<file path="config.mk">
export PLATFORM = sky130hd
export DESIGN_NAME = realtime_admission_control_top
export DESIGN_NICKNAME = d
export VERILOG_FILES = /design/src/hdl/rac_pkg.sv /design/src/hdl/rac_state_ram.sv /design/src/hdl/rac_divider.sv /design/src/hdl/realtime_admission_control_top.sv
export SDC_FILE = /design/constraint.sdc
export NUM_CORES = 1
export LEC_CHECK = 0
export ABC_AREA = 1
export BUFFER_PORTS_ARGS = -buffer_cell sky130_fd_sc_hd__buf_4
export CAP_MARGIN = 15
export CORE_MARGIN = 10
export CORE_UTILIZATION = 35
export CTS_CLUSTER_SIZE = 10
export DETAILED_ROUTE_END_ITERATION = 10
export PLACE_DENSITY = 0.61
export SYNTH_ARGS = -nofsm -noshare
export SYNTH_HDL_FRONTEND = slang
export SYNTH_SLANG_ARGS = --single-unit
export TNS_END_PERCENT = 50
</file>
<file path="constraint.sdc">
create_clock -name clk -period 5.1 [get_ports clk]
set_clock_uncertainty 0.1 [all_clocks]
set_input_delay 1.02 -clock clk [delete_from_list [all_inputs] [get_ports clk]]
set_output_delay 1.02 -clock clk [all_outputs]
set_load 0.01 [all_outputs]
</file>
<file path="src/hdl/rac_pkg.sv">
`default_nettype none
// ----------------------------------------------------------------------------
// rac_pkg
// shared types, widths and codes of the real-time admission control block
// ----------------------------------------------------------------------------
package rac_pkg;

  // number of cores that hold a budget entry
  localparam int NUM_CORES = 8;
  localparam int IDX_W     = (NUM_CORES > 1) ? $clog2(NUM_CORES) : 1;

  // field widths
  localparam int CORE_W     = 3;
  localparam int CORE_EXT_W = 9;   // holds any core count up to 256
  localparam int TIME_W     = 32;
  localparam int BW_W       = 10;
  localparam int CAP_W      = 10;
  localparam int STATUS_W   = 2;
  localparam int PRIO_W     = 5;

  // divider: numerator is exec_time * 1000, quotient never above 1000
  localparam int PER_MILLE = 1000;
  localparam int NUM_W     = TIME_W + BW_W;
  localparam int DIV_STEPS = BW_W;
  localparam int DIV_CNT_W = $clog2(DIV_STEPS + 1);

  // configuration port
  localparam int CFG_ADDR_W = 3;
  localparam int CFG_DATA_W = 32;
  localparam logic REG_EDF_CAP = 1'b0;
  localparam logic REG_RMS_CAP = 1'b1;
  localparam logic [CAP_W-1:0] EDF_CAP_RESET = CAP_W'(1000);
  localparam logic [CAP_W-1:0] RMS_CAP_RESET = CAP_W'(690);

  // result status codes
  localparam logic [STATUS_W-1:0] ST_ADMIT   = 2'd0;
  localparam logic [STATUS_W-1:0] ST_INVALID = 2'd1;
  localparam logic [STATUS_W-1:0] ST_REFUSED = 2'd2;

  // rate monotonic priority bands
  localparam logic [TIME_W-1:0] RMS_LIMIT_HI  = TIME_W'(10);
  localparam logic [TIME_W-1:0] RMS_LIMIT_MID = TIME_W'(50);
  localparam logic [TIME_W-1:0] RMS_LIMIT_LO  = TIME_W'(100);
  localparam logic [PRIO_W-1:0] PRIO_HI   = PRIO_W'(30);
  localparam logic [PRIO_W-1:0] PRIO_MID  = PRIO_W'(25);
  localparam logic [PRIO_W-1:0] PRIO_LO   = PRIO_W'(20);
  localparam logic [PRIO_W-1:0] PRIO_BASE = PRIO_W'(15);
  localparam logic [PRIO_W-1:0] PRIO_NONE = PRIO_W'(0);

  // one per-core entry of the state memory
  typedef struct packed {
    logic [CAP_W-1:0] cap;
    logic [BW_W-1:0]  used;
  } state_entry_t;

  // write request into the state memory
  typedef struct packed {
    logic             en;
    logic [IDX_W-1:0] addr;
    state_entry_t     data;
  } mem_wr_t;

  // divider status toward the controller
  typedef struct packed {
    logic            done;
    logic [BW_W-1:0] quot;
  } div_status_t;

endpackage
`default_nettype wire

</file>
<file path="src/hdl/rac_state_ram.sv">
`default_nettype none
// ----------------------------------------------------------------------------
// rac_state_ram
// per-core cap and budget memory, one write and one registered read port
// ----------------------------------------------------------------------------
module rac_state_ram (
  input  wire logic                  clk,
  input  wire logic                  rst,
  input  wire logic                  rd_en,
  input  wire logic [rac_pkg::IDX_W-1:0] rd_addr,
  output rac_pkg::state_entry_t      rd_data,
  input  wire rac_pkg::mem_wr_t      wr
);
  import rac_pkg::*;

  state_entry_t         mem [NUM_CORES];
  logic [NUM_CORES-1:0] valid;
  state_entry_t         mem_q;
  logic                 vld_q;

  always_ff @(posedge clk) begin
    if (wr.en) begin
      mem[wr.addr] <= wr.data;
    end
    if (rd_en) begin
      mem_q <= mem[rd_addr];
    end
  end

  // entries never written read as zero
  always_ff @(posedge clk) begin
    if (rst) begin
      valid <= '0;
      vld_q <= 1'b0;
    end else begin
      if (wr.en) begin
        valid[wr.addr] <= 1'b1;
      end
      if (rd_en) begin
        vld_q <= valid[rd_addr];
      end
    end
  end

  assign rd_data = vld_q ? mem_q : '0;

endmodule
`default_nettype wire

</file>
<file path="src/hdl/rac_divider.sv">
`default_nettype none
// ----------------------------------------------------------------------------
// rac_divider
// per-mille bandwidth, exec_time * 1000 / period, one quotient bit a cycle
// ----------------------------------------------------------------------------
module rac_divider (
  input  wire logic                       clk,
  input  wire logic                       rst,
  input  wire logic                       start,
  input  wire logic [rac_pkg::TIME_W-1:0] exec_time,
  input  wire logic [rac_pkg::TIME_W-1:0] period,
  output rac_pkg::div_status_t            status
);
  import rac_pkg::*;

  logic [NUM_W-1:0]     rem;
  logic [NUM_W-1:0]     den;
  logic [BW_W-1:0]      quot;
  logic [DIV_CNT_W-1:0] cnt;
  logic                 busy;
  logic                 done;
  logic                 take;

  // quotient < 1024 since exec_time <= period, so only low bits are tried
  assign take = (rem >= den);

  always_ff @(posedge clk) begin
    if (start) begin
      rem  <= NUM_W'(exec_time) * NUM_W'(PER_MILLE);
      den  <= NUM_W'(period) << (DIV_STEPS - 1);
      quot <= '0;
    end else if (busy) begin
      if (take) begin
        rem <= rem - den;
      end
      quot <= {quot[BW_W-2:0], take};
      den  <= den >> 1;
    end
  end

  always_ff @(posedge clk) begin
    if (rst) begin
      busy <= 1'b0;
      done <= 1'b0;
      cnt  <= '0;
    end else begin
      done <= 1'b0;
      if (start) begin
        busy <= 1'b1;
        cnt  <= DIV_CNT_W'(DIV_STEPS);
      end else if (busy) begin
        cnt <= cnt - 1'b1;
        if (cnt == DIV_CNT_W'(1)) begin
          busy <= 1'b0;
          done <= 1'b1;
        end
      end
    end
  end

  assign status.done = done;
  assign status.quot = quot;

endmodule
`default_nettype wire

</file>
<file path="src/hdl/realtime_admission_control_top.sv">
`default_nettype none
// ----------------------------------------------------------------------------
// realtime_admission_control_top
// utilization-based admission of real-time tasks onto per-core budgets
// ----------------------------------------------------------------------------
// One request at a time. A valid request runs a memory read overlapped with
// the constant multiply, ten restoring divide steps for the 10-bit per-mille
// bandwidth, the decision, and the result load together with the write-back
// of the core entry. An invalid request or a core out of range skips the
// divide and goes from the read straight to the result load. The result sits
// in an output register; a stalled result holds the controller before
// write-back, so no beat is lost. Cap and budget of every core live in a
// small memory whose entries read as zero until written, so nothing is swept
// after reset. Caps are set through two APB registers: edf_budget_cap at 0x0,
// rms_budget_cap at 0x4.
// ----------------------------------------------------------------------------
module realtime_admission_control_top (
  input  wire logic                           clk,
  input  wire logic                           rst,
  // request channel
  input  wire logic                           in_valid,
  output logic                                in_ready,
  input  wire logic                           mode,
  input  wire logic [rac_pkg::CORE_W-1:0]     core,
  input  wire logic [rac_pkg::TIME_W-1:0]     exec_time,
  input  wire logic [rac_pkg::TIME_W-1:0]     period,
  // result channel
  output logic                                out_valid,
  input  wire logic                           out_ready,
  output logic [rac_pkg::STATUS_W-1:0]        status,
  output logic [rac_pkg::PRIO_W-1:0]          priority_res,
  output logic [rac_pkg::BW_W-1:0]            bandwidth,
  output logic [rac_pkg::BW_W-1:0]            used_after,
  // configuration port
  input  wire logic                           psel,
  input  wire logic                           penable,
  input  wire logic                           pwrite,
  input  wire logic [rac_pkg::CFG_ADDR_W-1:0] paddr,
  input  wire logic [rac_pkg::CFG_DATA_W-1:0] pwdata,
  output logic [rac_pkg::CFG_DATA_W-1:0]      prdata,
  output logic                                pready
);
  import rac_pkg::*;

  // controller states
  localparam logic [1:0] S_IDLE = 2'd0;
  localparam logic [1:0] S_READ = 2'd1;
  localparam logic [1:0] S_DIV  = 2'd2;
  localparam logic [1:0] S_OUT  = 2'd3;

  logic [1:0] state;

  // configuration registers
  logic [CAP_W-1:0] edf_cap;
  logic [CAP_W-1:0] rms_cap;
  logic             cfg_wr;

  // request held for the whole job
  logic              mode_q;
  logic [IDX_W-1:0]  idx_q;
  logic [TIME_W-1:0] period_q;
  logic              bad_q;
  logic              oor_q;

  // pending result and write-back
  logic [STATUS_W-1:0] res_status;
  logic [PRIO_W-1:0]   res_prio;
  logic [BW_W-1:0]     res_bw;
  logic [BW_W-1:0]     res_used;
  mem_wr_t             wr_q;
  mem_wr_t             mem_wr;

  // request decode
  logic [CORE_EXT_W-1:0] core_ext;
  logic [IDX_W-1:0]      in_idx;
  logic                  in_oor;
  logic                  in_bad;
  logic                  accept;

  state_entry_t rd_data;
  div_status_t  div_st;

  // decision datapath
  logic [CAP_W-1:0] cap_eff;
  logic [BW_W:0]    sum;
  logic             refuse;
  logic [PRIO_W-1:0] rms_prio;
  logic             out_slot;

  // ---------------- configuration port ----------------
  assign pready = 1'b1;
  assign cfg_wr = psel && penable && pwrite && pready;

  always_ff @(posedge clk) begin
    if (rst) begin
      edf_cap <= EDF_CAP_RESET;
      rms_cap <= RMS_CAP_RESET;
    end else if (cfg_wr) begin
      // register picked by the word address, byte offset ignored
      case (paddr[2])
        REG_EDF_CAP: edf_cap <= pwdata[CAP_W-1:0];
        REG_RMS_CAP: rms_cap <= pwdata[CAP_W-1:0];
        default: ;
      endcase
    end
  end

  always_comb begin
    case (paddr[2])
      REG_EDF_CAP: prdata = CFG_DATA_W'(edf_cap);
      REG_RMS_CAP: prdata = CFG_DATA_W'(rms_cap);
      default:     prdata = '0;
    endcase
  end

  // ---------------- request decode ----------------
  assign in_ready = (state == S_IDLE);
  assign accept   = in_valid && in_ready;
  assign core_ext = CORE_EXT_W'(core);
  assign in_idx   = core_ext[IDX_W-1:0];
  assign in_oor   = (core_ext >= CORE_EXT_W'(NUM_CORES));
  // zero period, or more work than period
  assign in_bad   = (period == '0) || (exec_time > period);

  // ---------------- state memory and divider ----------------
  // the job reads its entry at accept and writes it back at the end;
  // a new read only follows an idle cycle, so no forwarding is needed
  rac_state_ram u_ram (
    .clk     (clk),
    .rst     (rst),
    .rd_en   (accept),
    .rd_addr (in_idx),
    .rd_data (rd_data),
    .wr      (mem_wr)
  );

  // divider starts on accept of a valid request for a core in range, in parallel with the memory read
  rac_divider u_div (
    .clk       (clk),
    .rst       (rst),
    .start     (accept && !in_oor && !in_bad),
    .exec_time (exec_time),
    .period    (period),
    .status    (div_st)
  );

  // ---------------- decision ----------------
  // first valid request of a core latches the cap of its policy
  assign cap_eff = (rd_data.cap == '0) ? (mode_q ? rms_cap : edf_cap) : rd_data.cap;
  assign sum     = {1'b0, rd_data.used} + {1'b0, div_st.quot};
  assign refuse  = (sum > {1'b0, cap_eff});

  always_comb begin
    if (period_q <= RMS_LIMIT_HI) begin
      rms_prio = PRIO_HI;
    end else if (period_q <= RMS_LIMIT_MID) begin
      rms_prio = PRIO_MID;
    end else if (period_q <= RMS_LIMIT_LO) begin
      rms_prio = PRIO_LO;
    end else begin
      rms_prio = PRIO_BASE;
    end
  end

  // result register free, or freed at this edge
  assign out_slot = !out_valid || out_ready;

  // write-back fires together with the result load
  always_comb begin
    mem_wr    = wr_q;
    mem_wr.en = wr_q.en && (state == S_OUT) && out_slot;
  end

  // ---------------- controller ----------------
  always_ff @(posedge clk) begin
    if (rst) begin
      state   <= S_IDLE;
      wr_q.en <= 1'b0;
    end else begin
      case (state)
        S_IDLE: begin
          if (accept) begin
            state <= S_READ;
          end
        end
        S_READ: begin
          // entry is readable now; invalid requests and out-of-range cores finish without write-back
          if (oor_q || bad_q) begin
            wr_q.en <= 1'b0;
            state   <= S_OUT;
          end else begin
            state <= S_DIV;
          end
        end
        S_DIV: begin
          if (div_st.done) begin
            wr_q.en        <= 1'b1;
            wr_q.addr      <= idx_q;
            wr_q.data.cap  <= cap_eff;
            wr_q.data.used <= refuse ? rd_data.used : sum[BW_W-1:0];
            state          <= S_OUT;
          end
        end
        S_OUT: begin
          if (out_slot) begin
            wr_q.en <= 1'b0;
            state   <= S_IDLE;
          end
        end
        default: state <= S_IDLE;
      endcase
    end
  end

  // job payload
  always_ff @(posedge clk) begin
    if (accept) begin
      mode_q   <= mode;
      idx_q    <= in_idx;
      period_q <= period;
      bad_q    <= in_bad;
      oor_q    <= in_oor;
    end
    if (state == S_READ) begin
      res_status <= ST_INVALID;
      res_prio   <= PRIO_NONE;
      res_bw     <= '0;
      // out-of-range core reports zero budget
      res_used   <= oor_q ? '0 : rd_data.used;
    end else if ((state == S_DIV) && div_st.done) begin
      res_status <= refuse ? ST_REFUSED : ST_ADMIT;
      res_prio   <= (!refuse && mode_q) ? rms_prio : PRIO_NONE;
      res_bw     <= div_st.quot;
      res_used   <= refuse ? rd_data.used : sum[BW_W-1:0];
    end
  end

  // ---------------- output register ----------------
  always_ff @(posedge clk) begin
    if (rst) begin
      out_valid <= 1'b0;
    end else if ((state == S_OUT) && out_slot) begin
      out_valid <= 1'b1;
    end else if (out_ready) begin
      out_valid <= 1'b0;
    end
  end

  always_ff @(posedge clk) begin
    if ((state == S_OUT) && out_slot) begin
      status       <= res_status;
      priority_res <= res_prio;
      bandwidth    <= res_bw;
      used_after   <= res_used;
    end
  end

endmodule
`default_nettype wire

</file>
Yosys cells after proc, flatten, opt, wreduce, memory -nomap -nowiden --
Memory sizes are Yosys's and may differ from the RTL's. A register that Yosys moved wholly into a read port is not among the register bits. Index checks and enable logic that the tools add are counted.
Cells by class: add/sub/neg operators 3, multiply operators 1, order comparisons 10, eq/ne operators 8, mux-type cells 41, bitwise gates (word level) 4, reductions and logical operators 35
Operator list (count):
- two-way mux 42 bit | 3
- two-way mux 41 bit | 2
- one-hot mux 32 bit (2 select lines) | 1
- two-way mux 10 bit | 6
- >= comparator 42 x 41 -> 1 bit | 1
- subtractor 42 x 41 -> 42 bit | 1
- multiplier 32 x 7 -> 39 bit, second input constant | 1
- greater-than comparator 32 bit | 1
- <= comparator 32 x 4 -> 1 bit, second input constant | 1
- <= comparator 32 x 6 -> 1 bit, second input constant | 1
- <= comparator 32 x 7 -> 1 bit, second input constant | 1
- zero test 32 bit | 1
- two-way mux 24 bit | 1
- two-way mux 20 bit | 1
- two-way mux 5 bit | 4
- two-way mux 1 bit | 13
- adder 10 x 10 -> 11 bit | 1
- greater-than comparator 11 x 10 -> 1 bit | 1
- logical AND 1 bit | 11
- zero test 10 bit | 1
- < comparator 3 x 4 -> 1 bit, second input constant | 2
- two-way mux 2 bit | 4
- two-way mux 4 bit | 2
- OR 8 bit | 1
- other kinds (23) | 40
Storage, ports and cells: bits in registers 247, memory bits (writable) 160, input port bits 110, logic and storage cells 135, memories kept 1
Memories:
- u_ram.mem | depth 8, bits a word 20, read ports 1, clocked after Yosys merged registers in 1, wr ports 1, RTL line rac_state_ram.sv:16 | state_entry_t mem [NUM_CORES];

Longest topological paths before layout --
depth after elaboration 7, gate-level depth with buffers 27, mapped depth without buffers 25

Cells and area by module --
Synthesis repeated with hierarchy kept, for this count alone.
Second synthesis, totals: cell total of the unflattened synthesis 3262, area total of the unflattened synthesis 28061.9 um^2
By module, submodules not included:
- rac_divider | instances 1, cells each 1853, area each 13284.0 um^2, sequential area each 2692.6 um^2
- rac_state_ram | instances 1, cells each 587, area each 7453.4 um^2, sequential area each 5585.4 um^2
- realtime_admission_control_top | instances 1, cells each 822, area each 7324.5 um^2, sequential area each 3733.6 um^2

Least setup slack after synthesis --
OpenSTA, ideal clock, no wires.
kind input to register, from in exec_time[0] (netlist bit), to reg u_div.rem[30], data pin, data arrival time 4.498 ns, data required time 4.747 ns, path slack 0.249 ns, stages 20, cell sequence fa_1 -> fa_1 -> inv_1 -> fa_1 -> fa_1 -> inv_1 -> ha_1 -> a21oi_1 -> inv_1 -> nor2_1 -> inv_1 -> nand2_1 -> nand2_1 -> nand2_1 -> nand2_1 -> nand2_1 -> nand2_1 -> xor2_1 -> nand2_1 -> nand2_1
Between the ends: word-level cells in the longest chain between the ends 5, elaborated cells between the ends (all ways) 6, those cells by class mul: 1; order compare: 1; mux: 1; reduce/logical: 3
RTL lines:
- start, declared | RTL line realtime_admission_control_top.sv:25 | input wire logic [rac_pkg::TIME_W-1:0] exec_time,
- parallel branches: the longest is 4 deep, another holds multiplier 32 x 7 -> 39 bit
- two-way mux 42 bit (*) | RTL line rac_divider.sv:28 | if (start) begin
- end signal, assigned | RTL line rac_divider.sv:29 | rem <= NUM_W'(exec_time) * NUM_W'(PER_MILLE);
- end signal, assigned | RTL line rac_divider.sv:34 | rem <= rem - den;
- end, declared | RTL line rac_divider.sv:16 | logic [NUM_W-1:0] rem;
Mark *: on every way between the ends. A chain may end at the register's enable or synchronous reset.

Worst setup path in the final report --
from in exec_time[14] (netlist bit), to reg u_div.rem[33], data pin
The elaborated chain is that of the path after synthesis.

==> results.rst <==
.. list-table::
   :header-rows: 1

   * - Metric
     - Value
   * - Result of the run
     - finished clean
   * - Smallest hold slack
     - 0.319 ns
   * - Final Wtd Congestion
     - 0.929
   * - Timing startpoint of the critical path
     - exec_time[14]
   * - Filler instances
     - 8133
   * - Die Footprint
     - 92300 um2
   * - Diodes inserted
     - 0
   * - PortBufs
     - 124
   * - Number of synthesized register bits
     - 426
   * - Standard cell core area
     - 80200 um2
   * - Yosys top cell by area
     - edfxtp_1
   * - Critical path's slowest cell
     - fa_1
   * - Average wire per standard cell
     - 16.9 um
   * - Width of the chip
     - 304 um
   * - Top post-synthesis cells by area
     - edfxtp_1 (37%), nand2_1 (10%), fa_1 (8.5%)
   * - Buffer cell driving the clock tree root
     - clkbuf_16
   * - HPWL Detailed
     - 61300 um
   * - Number of antenna violations at the first check in global routing
     - 0
   * - CP Capture Type
     - register
   * - Largest fanout on the critical path
     - 4
   * - Most instantiated flip-flop cell in the synthesis netlist
     - edfxtp_1
   * - Most frequent cell after synthesis
     - nand2_1
   * - Count of clock tree sinks
     - 426
   * - Met3 track demand over resource
     - 0.0248
   * - Relative max-transition margin
     - 0.347
   * - Remaining routing DRC violations
     - 0
   * - Effective utilization at floorplan
     - 0.352
   * - Max capacitance violation total
     - 0
   * - Mean Syn Cell Area
     - 8.56 um2
   * - Total instance count after detailed placement
     - 4565
   * - Number of cell instances on the worst register-to-register path
     - 23
   * - Minimum setup slack among reg-to-reg paths
     - 0.51 ns
   * - Yosys Warn Count
     - 0
   * - RR Startpoint
     - u_ram.vld_q
   * - Power per standard cell area
     - 557 nW/um2
   * - Endpoint arrival time on the critical path
     - 5.10 ns
   * - Proportion of netlist area held by the largest area contributor
     - 0.371
   * - Footprint of the multi-input gates
     - 13700 um2
   * - Total leakage power
     - 15.0 nW
   * - Share of post-route cells with drive strength above 1
     - 0.115
   * - Longest individual stage delay on the worst path
     - 0.54 ns
   * - Total count of hold-check failures in the final report
     - 0
   * - Vias after detailed routing
     - 22200
   * - Vias in the first global route
     - 21500
   * - Clock tree buffer depth
     - 3
   * - Number of unique standard cell types used by synthesis
     - 52
   * - CTS clk-pin slew, worst paths
     - 0.05 ns
   * - Worst setup path category
     - in -> reg
   * - Level count of the clock H-tree
     - 2
   * - Async S/R FF share, synth
     - 0
   * - Met2 track demand over resource in global routing
     - 0.282
   * - Final period util
     - 0.954
   * - Top achievable clock speed
     - 206 MHz
   * - Final number of setup-violating endpoints
     - 0
   * - Footprint of the flip-flops and latches
     - 12000 um2
   * - Final Max Tran Viols
     - 0
   * - Clock tree from TritonCTS
     - done
   * - Number of DRC markers after the initial detailed-route iteration
     - 1680
   * - GRT Util Overall
     - 0.166
   * - TritonCTS Buffers
     - 50
   * - Busiest layer in global routing
     - met2
   * - Setup Fix Bufs, Post-CTS
     - 0
   * - Global-route wire length before repair
     - 122000 um
   * - Total congestion overflow
     - 0
   * - Aggregate routed wire length
     - 78800 um
   * - Post-Layout Cell Count
     - 4659
   * - RSZ-0062 raised after global routing
     - no
   * - Startpoint of the tightest hold check path
     - res_used[7]
   * - CP cell instances
     - buf_4, inv_1, fa_1, fa_1, fa_1, fa_1, inv_1, ha_1, a21oi_1, o21ai_0, inv_1, nand2_1, buf_4, a21boi_0, a21o_1, nand2_1, nand2_1, nand2_1
   * - Drt first pass iters
     - 7
   * - Antenna violation net count after detailed routing
     - 0
   * - Final design instance area without fill
     - 32900 um2
   * - Final critical path time including I/O delays and setup
     - 4.86 ns
   * - Met1 Use GR
     - 0.218
   * - Proportion of synthesized chip area in sequential cells
     - 0.426
   * - Detail-routed via count per cell
     - 4.77
   * - Post-synthesis to final-layout area growth
     - 16.6%
   * - End of the worst register-to-register path
     - res_used[7]
   * - Number of placement rows
     - 104
   * - Worst ir drop on vdd
     - 258 uV
   * - Endpoint of the worst hold path
     - used_after[7]
   * - Classification of the worst-slack hold path
     - reg -> reg
   * - Maximum number of pins on one net before global-route repair
     - 85
   * - Nets
     - 3971
   * - Transition time of the tightest slew-check pin
     - 0.970 ns
   * - Ranking of synthesized cells by instance count
     - nand2_1 (774), inv_1 (534), nor2_1 (374)
   * - Hold Path Stages
     - 0
   * - Post-synthesis instance area
     - 28200 um2
   * - Post-synth EDFFs
     - 348
   * - Number of top-level pins
     - 172
   * - Worst path required time
     - 5.34 ns
   * - Clock latency at the later pin of the worst-skew pair
     - 0.61 ns
   * - Post-synthesis cell count
     - 3296
   * - Cell area after placement
     - 31300 um2
   * - Vertical die dimension
     - 304 um
   * - Crit path launch type
     - primary input
## cell families (layout without fill, tap and decap cells)
| group | count (synthesis) | in the layout | synth area share |
|---|---|---|---|
| xor+xnor | 59 | 59 | 0.0183 |
| other cells | 2 | 23 | 0.000266 |
| simple gates | 1442 | 1442 | 0.216 |
| fa+ha+maj | 304 | 304 | 0.167 |
| buf+inv | 644 | 926 | 0.0919 |
| compound gates | 418 | 418 | 0.0805 |
| mux | 1 | 1 | 0.000355 |
| flops | 426 | 426 | 0.426 |
## layout make-up
| type | count | area share |
|---|---|---|
| Tap cell | 1060 | 0.0403 |
| Timing Repair Buffer | 289 | 0.0668 |
| Clock buffer | 88 | 0.0443 |
| Inverter | 543 | 0.0622 |
| Multi-Input combinational cell | 2247 | 0.418 |
| Clock inverter | 6 | 0.00289 |
| Sequential cell | 426 | 0.365 |
## worst max-delay path, delay by kind of cell
family	cells	cell delay, ns
adders and majority gates	5	2.34
buffers and inverters	5	0.59
AOI/OAI and AO/OA	4	0.84
and+or+nand+nor	4	0.32
## power by group
part           total [mW]  switching, mW  internal [mW]
Clock                3.41           1.42           1.98
Combinational        10.2           6.23           4.01
Sequential           4.66          0.224           4.44
Total                18.3           7.88           10.4
## registers in the layout, summed over array words and instances (netlist names), 20 cells and up
signal / count
period_q: 32
u_div.den: 41
u_ram.mem_q: 20
mem_wr: 23
u_ram.mem: 160
u_div.rem: 42
## placed cells by master (no fill, tap or decap), types with 12 or more instances in the layout
cell,n
a21oi_1,128
a31oi_1,22
and2_1,12
buf_4,287
clkbuf_1,33
clkbuf_16,51
conb_1,23
dfxtp_1,77
edfxtp_1,348
fa_1,120
ha_1,184
inv_1,531
nand2_1,774
nand3_1,125
nand3_2,12
nand3b_1,39
nand4_1,45
nor2_1,363
nor2_2,14
nor3_1,21
o21ai_0,198
o21bai_1,12
o22ai_1,22
xnor2_1,25
xor2_1,34
## how the worst max path moves through the flow
stage,endpoint,slack (ns)
CTS,u_div.rem[34],0.16
global route,u_div.rem[41],0.006
floorplan,u_div.rem[30],0.25
detailed placement,u_div.rem[34],-0.43
finish,u_div.rem[33],0.24
global placement,u_div.rem[34],-0.39
## repair_timing
action                                  CTS  global route
endpoints found under the setup margin    0             3
endpoints found under the hold margin     0             0
gates resized for setup                   0             3
hold buffers                              0             0
## metrics by stage
step / setup WS, ns / utilization / TNS (ns) / total power, mW
after floorplan: 0.249 / - / 0 / 11.3
after global placement: -0.390 / 0.391 / -5.73 / 14.9
after CTS: 0.162 / 0.410 / 0 / 18.4
after global routing: 0.00650 / 0.410 / 0 / 19.8
final: 0.235 / 0.410 / 0 / 18.3
after detailed placement: -0.427 / 0.391 / -6.14 / 14.9
## routing by layer
layer  wire (um)  up-vias
li1            -    11200
met1       35100    10400
met2       37400      584
met3        4600       95
met4        1690        0
met5           0        -
No activity file was read; power rests on OpenSTA's default activity.
